## src/hdl/cfa_pkg.sv

```systemverilog
// ----------------------------------------------------------------------------
// cfa_pkg: shared types, constants and helpers of the attitude filter
// Fixed-point formats, state machine encoding, register indexes and the
// saturation and format conversion functions used by the filter datapath.
// ----------------------------------------------------------------------------
package cfa_pkg;

  // Fraction bits of the internal angle and rate format
  localparam int FRAC_BITS = 16;
  localparam int IO_FRAC   = 16;
  localparam int UPS       = (FRAC_BITS > IO_FRAC) ? FRAC_BITS - IO_FRAC : 0;
  localparam int DNS       = (FRAC_BITS < IO_FRAC) ? IO_FRAC - FRAC_BITS : 0;

  // Field widths
  localparam int ANG_W  = 25;
  localparam int RATE_W = 28;
  localparam int Q24_W  = 24;
  localparam int ST_W   = 48;
  localparam int SUM_W  = ST_W + 2;

  // Serial multiplier: one multiplier bit per step
  localparam int MUL_STEPS = Q24_W;
  localparam int MCNT_W    = $clog2(MUL_STEPS + 1);

  typedef logic signed [ANG_W-1:0]  ang_t;
  typedef logic signed [RATE_W-1:0] rate_t;
  typedef logic        [Q24_W-1:0]  q24_t;
  typedef logic signed [ST_W-1:0]   st_t;
  typedef logic signed [SUM_W-1:0]  sum_t;
  typedef logic        [0:0]        cfg_idx_t;

  // Register indexes
  localparam cfg_idx_t CFG_BANDWIDTH_K = 1'd0;
  localparam cfg_idx_t CFG_TILT_LIMIT  = 1'd1;

  localparam q24_t BANDWIDTH_K_RST = 24'd117440;
  localparam q24_t TILT_LIMIT_RST  = 24'd1966080;

  // Item function codes
  localparam logic FUNC_INIT   = 1'b0;
  localparam logic FUNC_UPDATE = 1'b1;

  localparam st_t ST_MAX    = {1'b0, {(ST_W-1){1'b1}}};
  localparam st_t ST_MIN    = {1'b1, {(ST_W-1){1'b0}}};
  localparam st_t ANGLE_MAX = st_t'(180) <<< FRAC_BITS;
  localparam st_t ANGLE_MIN = -ANGLE_MAX;

  // Sequencer states
  typedef enum logic [2:0] {
    S_IDLE,
    S_KK,
    S_ERR,
    S_M1,
    S_M2,
    S_MK,
    S_MD,
    S_OUT
  } cfa_state_t;

  // Q16.16 to internal format
  function automatic st_t to_int(input st_t v);
    st_t x;
    x = v <<< UPS;
    return x >>> DNS;
  endfunction

  // Internal format to Q16.16
  function automatic st_t to_io(input st_t v);
    st_t x;
    x = v <<< DNS;
    return x >>> UPS;
  endfunction

  // Saturate to the 48-bit signed range
  function automatic st_t sat_st(input sum_t v);
    if (v > sum_t'(ST_MAX)) return ST_MAX;
    if (v < sum_t'(ST_MIN)) return ST_MIN;
    return st_t'(v);
  endfunction

  // Saturate to +-180 degrees
  function automatic st_t clamp_ang(input sum_t v);
    if (v > sum_t'(ANGLE_MAX)) return ANGLE_MAX;
    if (v < sum_t'(ANGLE_MIN)) return ANGLE_MIN;
    return st_t'(v);
  endfunction

endpackage

```

## src/hdl/cfa_if.sv

```systemverilog
// ----------------------------------------------------------------------------
// cfa_if: valid/ready channels of the attitude filter
// Sensor item channel and filtered attitude result channel.
// ----------------------------------------------------------------------------
interface cfa_in_if;
  import cfa_pkg::*;

  logic  valid;
  logic  ready;
  logic  func;
  ang_t  accel_roll;
  ang_t  accel_pitch;
  rate_t gyro_roll_rate;
  rate_t gyro_pitch_rate;
  q24_t  dt;
  logic  freefall;

  modport source (
    output valid, func, accel_roll, accel_pitch, gyro_roll_rate, gyro_pitch_rate,
           dt, freefall,
    input  ready
  );
  modport sink (
    input  valid, func, accel_roll, accel_pitch, gyro_roll_rate, gyro_pitch_rate,
           dt, freefall,
    output ready
  );
endinterface

interface cfa_out_if;
  import cfa_pkg::*;

  logic valid;
  logic ready;
  ang_t roll_out;
  ang_t pitch_out;

  modport source (output valid, roll_out, pitch_out, input ready);
  modport sink   (input valid, roll_out, pitch_out, output ready);
endinterface

```

## src/hdl/cfa_sermul.sv

```systemverilog
// ----------------------------------------------------------------------------
// cfa_sermul: bit-serial signed by Q0.24 multiplier
// Computes floor(a * m / 2^24) for signed 48-bit a and unsigned 24-bit m,
// one multiplier bit per cycle, LSB first, with the accumulator shifting right.
// ----------------------------------------------------------------------------
module cfa_sermul (
  input  logic          clk,
  input  logic          rst_n,
  input  logic          start,
  input  cfa_pkg::st_t  a,
  input  cfa_pkg::q24_t m,
  output logic          done,
  output cfa_pkg::st_t  p
);
  import cfa_pkg::*;

  st_t                    a_r, a_nxt;
  q24_t                   m_r, m_nxt;
  st_t                    acc_r, acc_nxt;
  logic [MCNT_W-1:0]      cnt_r, cnt_nxt;
  logic                   busy_r, busy_nxt;
  logic                   done_r, done_nxt;
  logic signed [ST_W:0]   sum;

  // One step: add the multiplicand if the current bit is set, then floor-halve
  assign sum = {acc_r[ST_W-1], acc_r} + (m_r[0] ? {a_r[ST_W-1], a_r} : '0);

  always_comb begin
    a_nxt    = a_r;
    m_nxt    = m_r;
    acc_nxt  = acc_r;
    cnt_nxt  = cnt_r;
    busy_nxt = busy_r;
    done_nxt = 1'b0;
    if (start) begin
      a_nxt    = a;
      m_nxt    = m;
      acc_nxt  = '0;
      cnt_nxt  = MCNT_W'(MUL_STEPS);
      busy_nxt = 1'b1;
    end else if (busy_r) begin
      acc_nxt  = sum[ST_W:1];
      m_nxt    = m_r >> 1;
      cnt_nxt  = cnt_r - MCNT_W'(1);
      busy_nxt = (cnt_r != MCNT_W'(1));
      done_nxt = (cnt_r == MCNT_W'(1));
    end
  end

  // Control state
  always_ff @(posedge clk) begin
    if (!rst_n) begin
      cnt_r  <= '0;
      busy_r <= 1'b0;
      done_r <= 1'b0;
    end else begin
      cnt_r  <= cnt_nxt;
      busy_r <= busy_nxt;
      done_r <= done_nxt;
    end
  end

  // Operand and accumulator shift registers
  always_ff @(posedge clk) begin
    a_r   <= a_nxt;
    m_r   <= m_nxt;
    acc_r <= acc_nxt;
  end

  assign done = done_r;
  assign p    = acc_r;

endmodule

```

## src/hdl/complementary_attitude_filter.sv

```systemverilog
// ----------------------------------------------------------------------------
// complementary_attitude_filter: two-axis second-order complementary filter
// Fuses accelerometer angles and gyro rates into roll and pitch estimates,
// with a bias integrator per axis, in fixed point with a bit-serial multiplier.
// ----------------------------------------------------------------------------
//
//  Channel   Dir  Handshake         Contents
//  in_ch     in   valid/ready       func, accel angles, gyro rates, dt, freefall
//  out_ch    out  valid/ready       roll_out, pitch_out
//  cfg_*     in   cfg_we            bandwidth_k (0), tilt_limit (1)
//
// An init transaction goes from idle straight to the output state. An update
// transaction runs nine multiplies on the shared bit-serial unit (K*K once,
// then four per axis), each a start, 24 steps and a capture, plus an error
// step per axis and the output step.
// One transaction is in work at a time; a new one is accepted while the last
// result still waits in the output register, and the input stalls once its
// result is ready and the output register is still full. Synchronous reset
// clears the estimates and integrators and loads the register defaults.
// ----------------------------------------------------------------------------
module complementary_attitude_filter (
  input  logic            clk,
  input  logic            rst_n,
  cfa_in_if.sink          in_ch,
  cfa_out_if.source       out_ch,
  input  logic            cfg_we,
  input  cfa_pkg::cfg_idx_t cfg_index,
  input  cfa_pkg::q24_t   cfg_data
);
  import cfa_pkg::*;

  cfa_state_t state_r, state_nxt;

  // Configuration
  q24_t bw_k_r, bw_k_nxt;
  q24_t tilt_r, tilt_nxt;

  // Filter state, per axis (0 roll, 1 pitch)
  st_t est_r   [0:1];
  st_t est_nxt [0:1];
  st_t integ_r   [0:1];
  st_t integ_nxt [0:1];

  // Latched item
  st_t  accel_r   [0:1];
  st_t  accel_nxt [0:1];
  st_t  rate_r    [0:1];
  st_t  rate_nxt  [0:1];
  q24_t dt_r, dt_nxt;
  logic ff_r, ff_nxt;

  // Working registers
  logic axis_r, axis_nxt;
  q24_t kk_r, kk_nxt;
  st_t  e_r, e_nxt;
  st_t  tmp_r, tmp_nxt;
  logic started_r, started_nxt;

  // Output register
  ang_t roll_out_r, roll_out_nxt;
  ang_t pitch_out_r, pitch_out_nxt;
  logic out_valid_r, out_valid_nxt;

  // Control
  logic in_fire;
  logic in_mul;
  logic mul_start;
  logic mul_done;
  st_t  mul_a;
  q24_t mul_m;
  st_t  mul_p;
  logic out_load;

  // Datapath helpers
  st_t  ar_int, ap_int, gr_int, gp_int;
  st_t  est_cur, integ_cur, accel_cur, rate_cur;
  st_t  lim;
  logic ignore;
  st_t  io_roll, io_pitch;

  assign in_fire = in_ch.valid && in_ch.ready;

  assign ar_int = to_int(st_t'(in_ch.accel_roll));
  assign ap_int = to_int(st_t'(in_ch.accel_pitch));
  assign gr_int = to_int(st_t'(in_ch.gyro_roll_rate));
  assign gp_int = to_int(st_t'(in_ch.gyro_pitch_rate));

  assign est_cur   = est_r[axis_r];
  assign integ_cur = integ_r[axis_r];
  assign accel_cur = accel_r[axis_r];
  assign rate_cur  = rate_r[axis_r];

  // Tilt test: strict compare against the converted limit
  assign lim    = to_int(st_t'({{(ST_W-Q24_W){1'b0}}, tilt_r}));
  assign ignore = ff_r || (est_cur > lim) || (est_cur < -lim);

  assign io_roll  = to_io(est_r[0]);
  assign io_pitch = to_io(est_r[1]);

  cfa_sermul u_mul (
    .clk   (clk),
    .rst_n (rst_n),
    .start (mul_start),
    .a     (mul_a),
    .m     (mul_m),
    .done  (mul_done),
    .p     (mul_p)
  );

  // Next state
  always_comb begin
    state_nxt = state_r;
    unique case (state_r)
      S_IDLE: begin
        if (in_fire) state_nxt = (in_ch.func == FUNC_UPDATE) ? S_KK : S_OUT;
      end
      S_KK:  if (mul_done) state_nxt = S_ERR;
      S_ERR: state_nxt = S_M1;
      S_M1:  if (mul_done) state_nxt = S_M2;
      S_M2:  if (mul_done) state_nxt = S_MK;
      S_MK:  if (mul_done) state_nxt = S_MD;
      S_MD:  if (mul_done) state_nxt = axis_r ? S_OUT : S_ERR;
      S_OUT: if (out_load) state_nxt = S_IDLE;
      default: state_nxt = S_IDLE;
    endcase
  end

  // Outputs of the sequencer: handshake and multiplier operands
  always_comb begin
    in_ch.ready = 1'b0;
    in_mul      = 1'b0;
    out_load    = 1'b0;
    mul_a       = tmp_r;
    mul_m       = dt_r;
    unique case (state_r)
      S_IDLE: in_ch.ready = 1'b1;
      S_KK: begin
        in_mul = 1'b1;
        mul_a  = st_t'({{(ST_W-Q24_W){1'b0}}, bw_k_r});
        mul_m  = bw_k_r;
      end
      S_ERR: ;
      S_M1: begin
        in_mul = 1'b1;
        mul_a  = e_r;
        mul_m  = kk_r;
      end
      S_M2: begin
        in_mul = 1'b1;
        mul_a  = tmp_r;
        mul_m  = dt_r;
      end
      S_MK: begin
        in_mul = 1'b1;
        mul_a  = e_r <<< 1;
        mul_m  = bw_k_r;
      end
      S_MD: begin
        in_mul = 1'b1;
        mul_a  = tmp_r;
        mul_m  = dt_r;
      end
      S_OUT: out_load = !out_valid_r || out_ch.ready;
      default: ;
    endcase
    mul_start = in_mul && !started_r;
  end

  // Datapath next values
  always_comb begin
    bw_k_nxt      = bw_k_r;
    tilt_nxt      = tilt_r;
    est_nxt       = est_r;
    integ_nxt     = integ_r;
    accel_nxt     = accel_r;
    rate_nxt      = rate_r;
    dt_nxt        = dt_r;
    ff_nxt        = ff_r;
    axis_nxt      = axis_r;
    kk_nxt        = kk_r;
    e_nxt         = e_r;
    tmp_nxt       = tmp_r;
    roll_out_nxt  = roll_out_r;
    pitch_out_nxt = pitch_out_r;
    started_nxt   = in_mul && !mul_done;
    out_valid_nxt = out_ch.ready ? 1'b0 : out_valid_r;

    // Register writes
    if (cfg_we) begin
      unique case (cfg_index)
        CFG_BANDWIDTH_K: bw_k_nxt = cfg_data;
        CFG_TILT_LIMIT:  tilt_nxt = cfg_data;
        default: ;
      endcase
    end

    unique case (state_r)
      S_IDLE: begin
        if (in_fire) begin
          accel_nxt[0] = ar_int;
          accel_nxt[1] = ap_int;
          rate_nxt[0]  = gr_int;
          rate_nxt[1]  = gp_int;
          dt_nxt       = in_ch.dt;
          ff_nxt       = in_ch.freefall;
          axis_nxt     = 1'b0;
          // Init loads the estimates and the negated rates directly
          if (in_ch.func == FUNC_INIT) begin
            est_nxt[0]   = clamp_ang(sum_t'(ar_int));
            est_nxt[1]   = clamp_ang(sum_t'(ap_int));
            integ_nxt[0] = -gr_int;
            integ_nxt[1] = -gp_int;
          end
        end
      end
      S_KK: if (mul_done) kk_nxt = mul_p[Q24_W-1:0];
      S_ERR: e_nxt = ignore ? '0 : accel_cur - est_cur;
      S_M1: if (mul_done) tmp_nxt = mul_p;
      S_M2: begin
        if (mul_done) integ_nxt[axis_r] = sat_st(sum_t'(integ_cur) + sum_t'(mul_p));
      end
      S_MK: begin
        // Derivative term: new integrator + 2*K*e + rate
        if (mul_done) tmp_nxt = sat_st(sum_t'(integ_cur) + sum_t'(mul_p) + sum_t'(rate_cur));
      end
      S_MD: begin
        if (mul_done) begin
          est_nxt[axis_r] = clamp_ang(sum_t'(est_cur) + sum_t'(mul_p));
          axis_nxt        = 1'b1;
        end
      end
      S_OUT: begin
        if (out_load) begin
          roll_out_nxt  = io_roll[ANG_W-1:0];
          pitch_out_nxt = io_pitch[ANG_W-1:0];
          out_valid_nxt = 1'b1;
        end
      end
      default: ;
    endcase
  end

  // Control state, configuration and filter state
  always_ff @(posedge clk) begin
    if (!rst_n) begin
      state_r     <= S_IDLE;
      started_r   <= 1'b0;
      out_valid_r <= 1'b0;
      axis_r      <= 1'b0;
      bw_k_r      <= BANDWIDTH_K_RST;
      tilt_r      <= TILT_LIMIT_RST;
      est_r[0]    <= '0;
      est_r[1]    <= '0;
      integ_r[0]  <= '0;
      integ_r[1]  <= '0;
    end else begin
      state_r     <= state_nxt;
      started_r   <= started_nxt;
      out_valid_r <= out_valid_nxt;
      axis_r      <= axis_nxt;
      bw_k_r      <= bw_k_nxt;
      tilt_r      <= tilt_nxt;
      est_r       <= est_nxt;
      integ_r     <= integ_nxt;
    end
  end

  // Payload registers
  always_ff @(posedge clk) begin
    accel_r     <= accel_nxt;
    rate_r      <= rate_nxt;
    dt_r        <= dt_nxt;
    ff_r        <= ff_nxt;
    kk_r        <= kk_nxt;
    e_r         <= e_nxt;
    tmp_r       <= tmp_nxt;
    roll_out_r  <= roll_out_nxt;
    pitch_out_r <= pitch_out_nxt;
  end

  assign out_ch.valid     = out_valid_r;
  assign out_ch.roll_out  = roll_out_r;
  assign out_ch.pitch_out = pitch_out_r;

endmodule
```

## src/flat_wrapper.sv

```systemverilog
// flat-port wrapper written by rule: the top's interface ports become plain ports
module complementary_attitude_filter_flat import cfa_pkg::*;
  (clk, rst_n, cfg_we, cfg_index, cfg_data, in_ch_valid, in_ch_func, in_ch_accel_roll, in_ch_accel_pitch, in_ch_gyro_roll_rate, in_ch_gyro_pitch_rate, in_ch_dt, in_ch_freefall, in_ch_ready, out_ch_valid, out_ch_roll_out, out_ch_pitch_out, out_ch_ready);
  cfa_in_if in_ch_i ();
  cfa_out_if out_ch_i ();
  input  logic clk;
  input  logic rst_n;
  input  logic cfg_we;
  input  cfa_pkg::cfg_idx_t cfg_index;
  input  cfa_pkg::q24_t cfg_data;
  input wire logic [$bits(in_ch_i.valid)-1:0] in_ch_valid;
  input wire logic [$bits(in_ch_i.func)-1:0] in_ch_func;
  input wire logic [$bits(in_ch_i.accel_roll)-1:0] in_ch_accel_roll;
  input wire logic [$bits(in_ch_i.accel_pitch)-1:0] in_ch_accel_pitch;
  input wire logic [$bits(in_ch_i.gyro_roll_rate)-1:0] in_ch_gyro_roll_rate;
  input wire logic [$bits(in_ch_i.gyro_pitch_rate)-1:0] in_ch_gyro_pitch_rate;
  input wire logic [$bits(in_ch_i.dt)-1:0] in_ch_dt;
  input wire logic [$bits(in_ch_i.freefall)-1:0] in_ch_freefall;
  output wire logic [$bits(in_ch_i.ready)-1:0] in_ch_ready;
  output wire logic [$bits(out_ch_i.valid)-1:0] out_ch_valid;
  output wire logic [$bits(out_ch_i.roll_out)-1:0] out_ch_roll_out;
  output wire logic [$bits(out_ch_i.pitch_out)-1:0] out_ch_pitch_out;
  input wire logic [$bits(out_ch_i.ready)-1:0] out_ch_ready;
  assign in_ch_i.valid = in_ch_valid;
  assign in_ch_i.func = in_ch_func;
  assign in_ch_i.accel_roll = in_ch_accel_roll;
  assign in_ch_i.accel_pitch = in_ch_accel_pitch;
  assign in_ch_i.gyro_roll_rate = in_ch_gyro_roll_rate;
  assign in_ch_i.gyro_pitch_rate = in_ch_gyro_pitch_rate;
  assign in_ch_i.dt = in_ch_dt;
  assign in_ch_i.freefall = in_ch_freefall;
  assign in_ch_ready = in_ch_i.ready;
  assign out_ch_valid = out_ch_i.valid;
  assign out_ch_roll_out = out_ch_i.roll_out;
  assign out_ch_pitch_out = out_ch_i.pitch_out;
  assign out_ch_i.ready = out_ch_ready;
  complementary_attitude_filter u_core (.clk(clk), .rst_n(rst_n), .in_ch(in_ch_i), .out_ch(out_ch_i), .cfg_we(cfg_we), .cfg_index(cfg_index), .cfg_data(cfg_data));
endmodule
```

## config.mk

```make
export PLATFORM = sky130hd
export DESIGN_NAME = complementary_attitude_filter_flat
export DESIGN_NICKNAME = d
export VERILOG_FILES = /design/src/hdl/cfa_pkg.sv /design/src/hdl/cfa_if.sv /design/src/hdl/cfa_sermul.sv /design/src/hdl/complementary_attitude_filter.sv /design/src/flat_wrapper.sv
export SDC_FILE = /design/constraint.sdc
export NUM_CORES = 2
export LEC_CHECK = 0
export ABC_AREA = 1
export BUFFER_PORTS_ARGS = -buffer_cell sky130_fd_sc_hd__buf_2
export CAP_MARGIN = 10
export CORE_MARGIN = 4
export CORE_UTILIZATION = 45
export DETAILED_ROUTE_END_ITERATION = 16
export SYNTH_ARGS = -nofsm -noshare
export SYNTH_HDL_FRONTEND = slang
export SYNTH_HIERARCHICAL = 1
export SYNTH_SLANG_ARGS = --single-unit
```

## constraint.sdc

```tcl
create_clock -name clk -period 24 [get_ports clk]
set_input_delay 4.8 -clock clk [delete_from_list [all_inputs] [get_ports clk]]
set_output_delay 4.8 -clock clk [all_outputs]
set_load 0.005 [all_outputs]
```

Word-level counts from Yosys, hierarchy flattened
Cells that the tools add are included.
Word-level totals
  register bits: 674
  input port bits: 162
  output and inout port bits: 52
Cells by class
  reductions and logical operators: 29
  muxes and demuxes: 118
  equality and inequality tests: 17
  bitwise operators: 4
  order comparisons: 14
  add/subtract/negate cells: 9
Operators by type and width (count)
  2-to-1 mux 48 bit: 39
  2-to-1 mux 96 bit: 6
  case mux 96 bit (2 select lines): 2
  bitwise mux 96 bit: 2
  case mux 48 bit (3 select lines): 1
  adder 48 x 48 -> 49 bit: 2
  negator 28 -> 48 bit: 2
  case mux 48 bit (2 select lines): 1
  adder 49 x 48 -> 50 bit: 1
  > comparator 25 bit, second input constant: 2
  > comparator 50 x 25 -> 1 bit, second input constant: 1
  > comparator 50 x 48 -> 1 bit, second input constant: 1
  < comparator 25 bit, second input constant: 2
  < comparator 50 x 25 -> 1 bit, second input constant: 1
  < comparator 50 x 48 -> 1 bit, second input constant: 1
  adder 49 bit: 1
  > comparator 49 x 48 -> 1 bit, second input constant: 1
  < comparator 49 x 48 -> 1 bit, second input constant: 1
  2-to-1 mux 1 bit: 49
  2-to-1 mux 49 bit: 1
  demux 48 bit (select 1 bit): 1
  > comparator 48 x 25 -> 1 bit: 1
  < comparator 48 bit: 1
  2-to-1 mux 24 bit: 2
  31 further kinds: 69

Logic depth before layout (Yosys ltp)
  depth after elaboration: 19
  mapped depth: 38

Modules after synthesis
The synthesis kept the hierarchy.
Modules (own cells, without submodules)
  complementary_attitude_filter: seq. area each 13963.4 um2, times used 1, area each 40874.2 um2, cells an instance 5910
  cfa_sermul: seq. area each 3263.1 um2, times used 1, area each 9059.9 um2, cells an instance 1403

Least setup slack after synthesis
No wires, ideal clock.
  path type: input -> register
  start: input in_ch_valid
  end: register u_core.est_r, in the netlist u_core/io_roll[10]
  setup time: 119 ps
  arrival: 12040 ps
  stages on the path: 9
  data required time: 23881 ps
  slack: 11840 ps
  cell sequence: inv_1 > nor2_1 > a21oi_1 > nor2_1 > clkbuf_1 > clkbuf_1 > nand2_1 > inv_1 > a21oi_1
Between the ends
  cells in the longest elaborated chain, start to end: 3
Ends and longest elaborated chain
  start: declaration: line flat_wrapper.sv:11  | input wire logic [$bits(in_ch_i.valid)-1:0] in_ch_valid;
  logical AND 1 bit: line complementary_attitude_filter.sv:81  | assign in_fire = in_ch.valid && in_ch.ready;
  != test 2 x 1 -> 1 bit (no line)
  AND reduction 4 bit (no line)
  end signal: assignment: line complementary_attitude_filter.sv:263  | est_r <= est_nxt;
  end: declaration: line complementary_attitude_filter.sv:39  | st_t est_r [0:1];
Every way passes these cells.
A chain may end at the register's enable or synchronous reset.

Final worst setup path
  start: register u_core.axis_r
  end: register u_core.tmp_r[3] (data pin)
Between the ends
  cells in the longest elaborated chain, start to end: 15
  elaborated cells between the ends (all ways): 23
Ends and longest elaborated chain
  start: declaration: line complementary_attitude_filter.sv:53  | logic axis_r, axis_nxt;
  start signal: assignment: line complementary_attitude_filter.sv:260  | axis_r <= axis_nxt;
  NOT 1 -> 2 bit (implied by the code) *: line complementary_attitude_filter.sv:89, complementary_attitude_filter.sv:91
  2-to-1 mux 48 bit (implied by the code) (3 in series): line complementary_attitude_filter.sv:89  | assign integ_cur = integ_r[axis_r];
  adder 48 x 48 -> 49 bit: line complementary_attitude_filter.sv:224  | if (mul_done) tmp_nxt = sat_st(sum_t'(integ_cur) + sum_t'(mul_p) + sum_t'(rate_cur));
  adder 49 x 48 -> 50 bit *: line complementary_attitude_filter.sv:224
  < comparator 50 x 48 -> 1 bit: line cfa_pkg.sv:77  | if (v < sum_t'(ST_MIN)) return ST_MIN;
  2-to-1 mux 1 bit (2 in series): line cfa_pkg.sv:77
  2-to-1 mux 1 bit: line complementary_attitude_filter.sv:224
  2-to-1 mux 1 bit: line complementary_attitude_filter.sv:197  | unique case (state_r)
  2-to-1 mux 48 bit: line cfa_pkg.sv:78  | return st_t'(v);
  2-to-1 mux 48 bit *: line cfa_pkg.sv:77
  2-to-1 mux 48 bit *: line complementary_attitude_filter.sv:224
  case mux 48 bit (2 select lines) *: line complementary_attitude_filter.sv:197
  named net u_core.tmp_nxt[3]: line complementary_attitude_filter.sv:56  | st_t tmp_r, tmp_nxt;
  end signal: assignment: line complementary_attitude_filter.sv:276  | tmp_r <= tmp_nxt;
  end: declaration: line complementary_attitude_filter.sv:56
The timed path passes the listed nets; every way through them passes the cells marked *. The select of a mux whose other input is x is not followed.

==> flow_summary.ini <==
[power_and_ir_drop]
power.total_mw = 8.35
vdd_drop_max_v = 0.000150
power.leakage_nw = 27.0
p_per_area_mw_per_mm2 = 151

[routing]
wl_per_cell_um = 21.6
drt_wl_total_mm = 194
antenna_left = 0
drcViolationCount = 0
drt-initial-drc-count = 5684
vias = 49700
routed_via_density = 5.51
drtPass1Iterations = 6

[sta]
finalSetupTns_ns = 0
tightest_slew_ns = 1.17
rsz0062_at_grt = false
period_share_pct = 32.2
slew_viol_final = 0
period_needed_ns = 7.72
fin_skew_ns = 0.0335
holdWs_ns = 0.453
max-slew-margin-rel_pct = 21.9
hold_viol = 0
max_freq_mhz = 130
setup_viol = 0

[setup_path]
cp-start-kind = flip-flop
critPathLaunch = u_core/axis_r
r2r_slack_ns = 16.28
r2r-end = u_core/tmp_r[3]
cp.required_ns = 24.38
r2r_start = u_core/axis_r
crit_top_cell = nand2_1
cp-endpoint = u_core/tmp_r[3]
cp_max_fo = 72
cp.arrival_ns = 8.10
worstSetupPathType = reg2reg
critical-path-slowest-cell = buf_4
endpoint_kind = flip-flop
reg2regPathDepth = 30
critical_path.max_stage_delay_ns = 0.78

[hold_path]
worstHoldStart = u_core/io_pitch[15]
whs_path_depth = 0
hold_path_class = reg2reg

[cts]
path_clk_slew_ns = 0.06
clockBufferDepth = 3
cts_setup_buffers = 0
cts_resized = 0
h-tree-depth = 3
insertion_delay_ns = 0.67
numCtsBuffers = 78
root_buffer = clkbuf_16
cts_sinks = 674
hold_buffers = 0
cts_tree = yes

[logic_synthesis]
synth_nets = 7798
synth_edf_count = 373
synth_top_area_share_pct = 22.4
synth_cell_type_count = 62
ys_warn_count = 6
syn_area_mm2 = 0.0499
syn_area_per_cell_um2 = 6.83
yosys-top-cells-area = edfxtp_1 22%, nand2_1 16%, dfxtp_1 12%
ys_async_sr_fraction_pct = 0
seq_area_frac_synth_pct = 34.5
synth_flop_cell = edfxtp_1
ys_seq_elements = 674
synthCells = 7313
yosysTopAreaCell = edfxtp_1

[global_route]
grt_overflow = 0
grt_pass1_vias = 45038
grtUsageTotal_pct = 32.4
grt_start_max_net_pins = 97
grt_pass1_wl_mm = 288
antenna_found_initial = 8

[placement]
gp_congestion = 1.02
io_buffers = 213
hpwl_mm = 155

[layout]
fin_nets = 7955
syn2layout_area_growth_pct = 10.6
drive_gt1_share_pct = 8.20

[die]
chipHeight_um = 341
pin_count = 214
die_x_um = 341
dieArea_mm2 = 0.116
initial_core_util_pct = 45.6
core_mm2 = 0.109
core.rowCount = 121

[run]
cap_viol_max_count = 0

[status]
status = finished, final reports clean
-- worst min-delay path by stage --
stage                                        endpoint  slack (ns)
after floorplan           u_core/out_ch.pitch_out[24]        0.41
after global placement    u_core/out_ch.pitch_out[24]        0.43
after detailed placement  u_core/out_ch.pitch_out[24]        0.43
after CTS                  u_core/out_ch.pitch_out[7]        0.46
after global routing       u_core/out_ch.roll_out[21]        0.47
final                     u_core/out_ch.pitch_out[15]        0.45
-- kinds of logic after synthesis --
kind of cell    Yosys count  synth area share (%)
flops                   674                  34.5
compound gates         1348                  15.3
simple gates           3468                  28.6
xor+xnor                189                  3.32
mux                       1                0.0200
fa+ha+maj               323                  8.17
buf+inv                1310                  10.1
-- area by class of cell --
cell class,count,area [um^2]
Antenna cell,1,2.50
Clock buffer,111,2250
Clock inverter,34,352
Fill cell,11342,54200
Inverter,1098,4120
Multi-Input combinational cell,5329,27800
Sequential cell,674,17200
Tap cell,1476,1850
Timing Repair Buffer,289,1640
-- worst max-delay path, delay by kind of cell, from the launching register on --
family / cells / cell delay, ns
flops: 1 / 0.43
xor+xnor: 1 / 0.23
simple gates: 10 / 1.42
compound gates: 12 / 2.79
buf+inv: 5 / 1.79
fa+ha+maj: 2 / 0.64
-- flip-flops by register name, summed over array words and instances, names as in the netlist, 3 cells and up --
name	flops
u_core/u_mul/p	48
u_core/integ_r	96
u_core/e_r	48
u_core/out_ch.roll_out	25
u_core/u_mul/a_r	48
u_core/tilt_r	24
u_core/u_mul/m_r	24
u_core/bw_k_r	24
u_core/u_mul/cnt_r	5
u_core/state_r	3
u_core/kk_r	24
u_core/out_ch.pitch_out	25
u_core/rate_r	56
u_core/io_pitch	48
u_core/tmp_r	48
u_core/accel_r	50
u_core/io_roll	48
u_core/dt_r	24
-- layout by cell type, fill, tap and decap left out, types with 124 or more instances in the layout --
master	netlist	layout
dfxtp_1	301	299
nand2_1	2122	2122
xor2_1	124	124
nor2_1	718	704
inv_1	1066	1065
nand3_1	301	301
a21oi_1	547	545
edfxtp_1	373	373
buf_2	20	212
o21ai_0	441	441
ha_1	318	318
-- Yosys cell counts, drive strengths merged (17+ instances only) --
library cell  instances
o221ai               26
nor4                 34
a211oi               30
o21bai               23
xor2                124
nor2                742
nor3                 57
edfxtp              373
nand2              2145
nand3               303
dfxtp               301
a22oi                24
clkbuf              162
a21boi               66
xnor2                65
nand4                70
o21ai               469
a31oi                61
o2111ai              25
ha                  318
nand3b               22
or2                  84
a21oi               550
buf                  50
o21a                 20
inv                1089
a21o                 17
-- per-layer routing --
layer | vias up | part of all wire [%] | global-route usage, %
li1 | 24140 | - | -
met1 | 23206 | 47 | 49.5
met2 | 2115 | 41 | 47.3
met3 | 235 | 9.0 | 5.33
met4 | 4 | 2.6 | 8.18
met5 | - | 0.014 | 0
-- per-stage QoR --
stage                     util, %  setup slack (ns)  std cells  instance area, um^2
after floorplan                 -             11.84       7313                49900
after global placement       48.1             16.20       8866                52600
after detailed placement     48.1             16.18       8866                52600
after CTS                    50.4             16.46       9011                55200
after global routing         50.4             15.69       9011                55200
final                        50.5             16.28       9012                55200
-- where the power goes --
| group | internal, mW | switching (mW) | total [mW] | leakage [nW] |
|---|---|---|---|---|
| combinational | 1.57 | 3.80 | 5.36 | 19.8 |
| clock | 0.686 | 0.530 | 1.22 | 1.26 |
| sequential | 1.59 | 0.179 | 1.77 | 5.98 |
(Power assumes the default switching activity.)
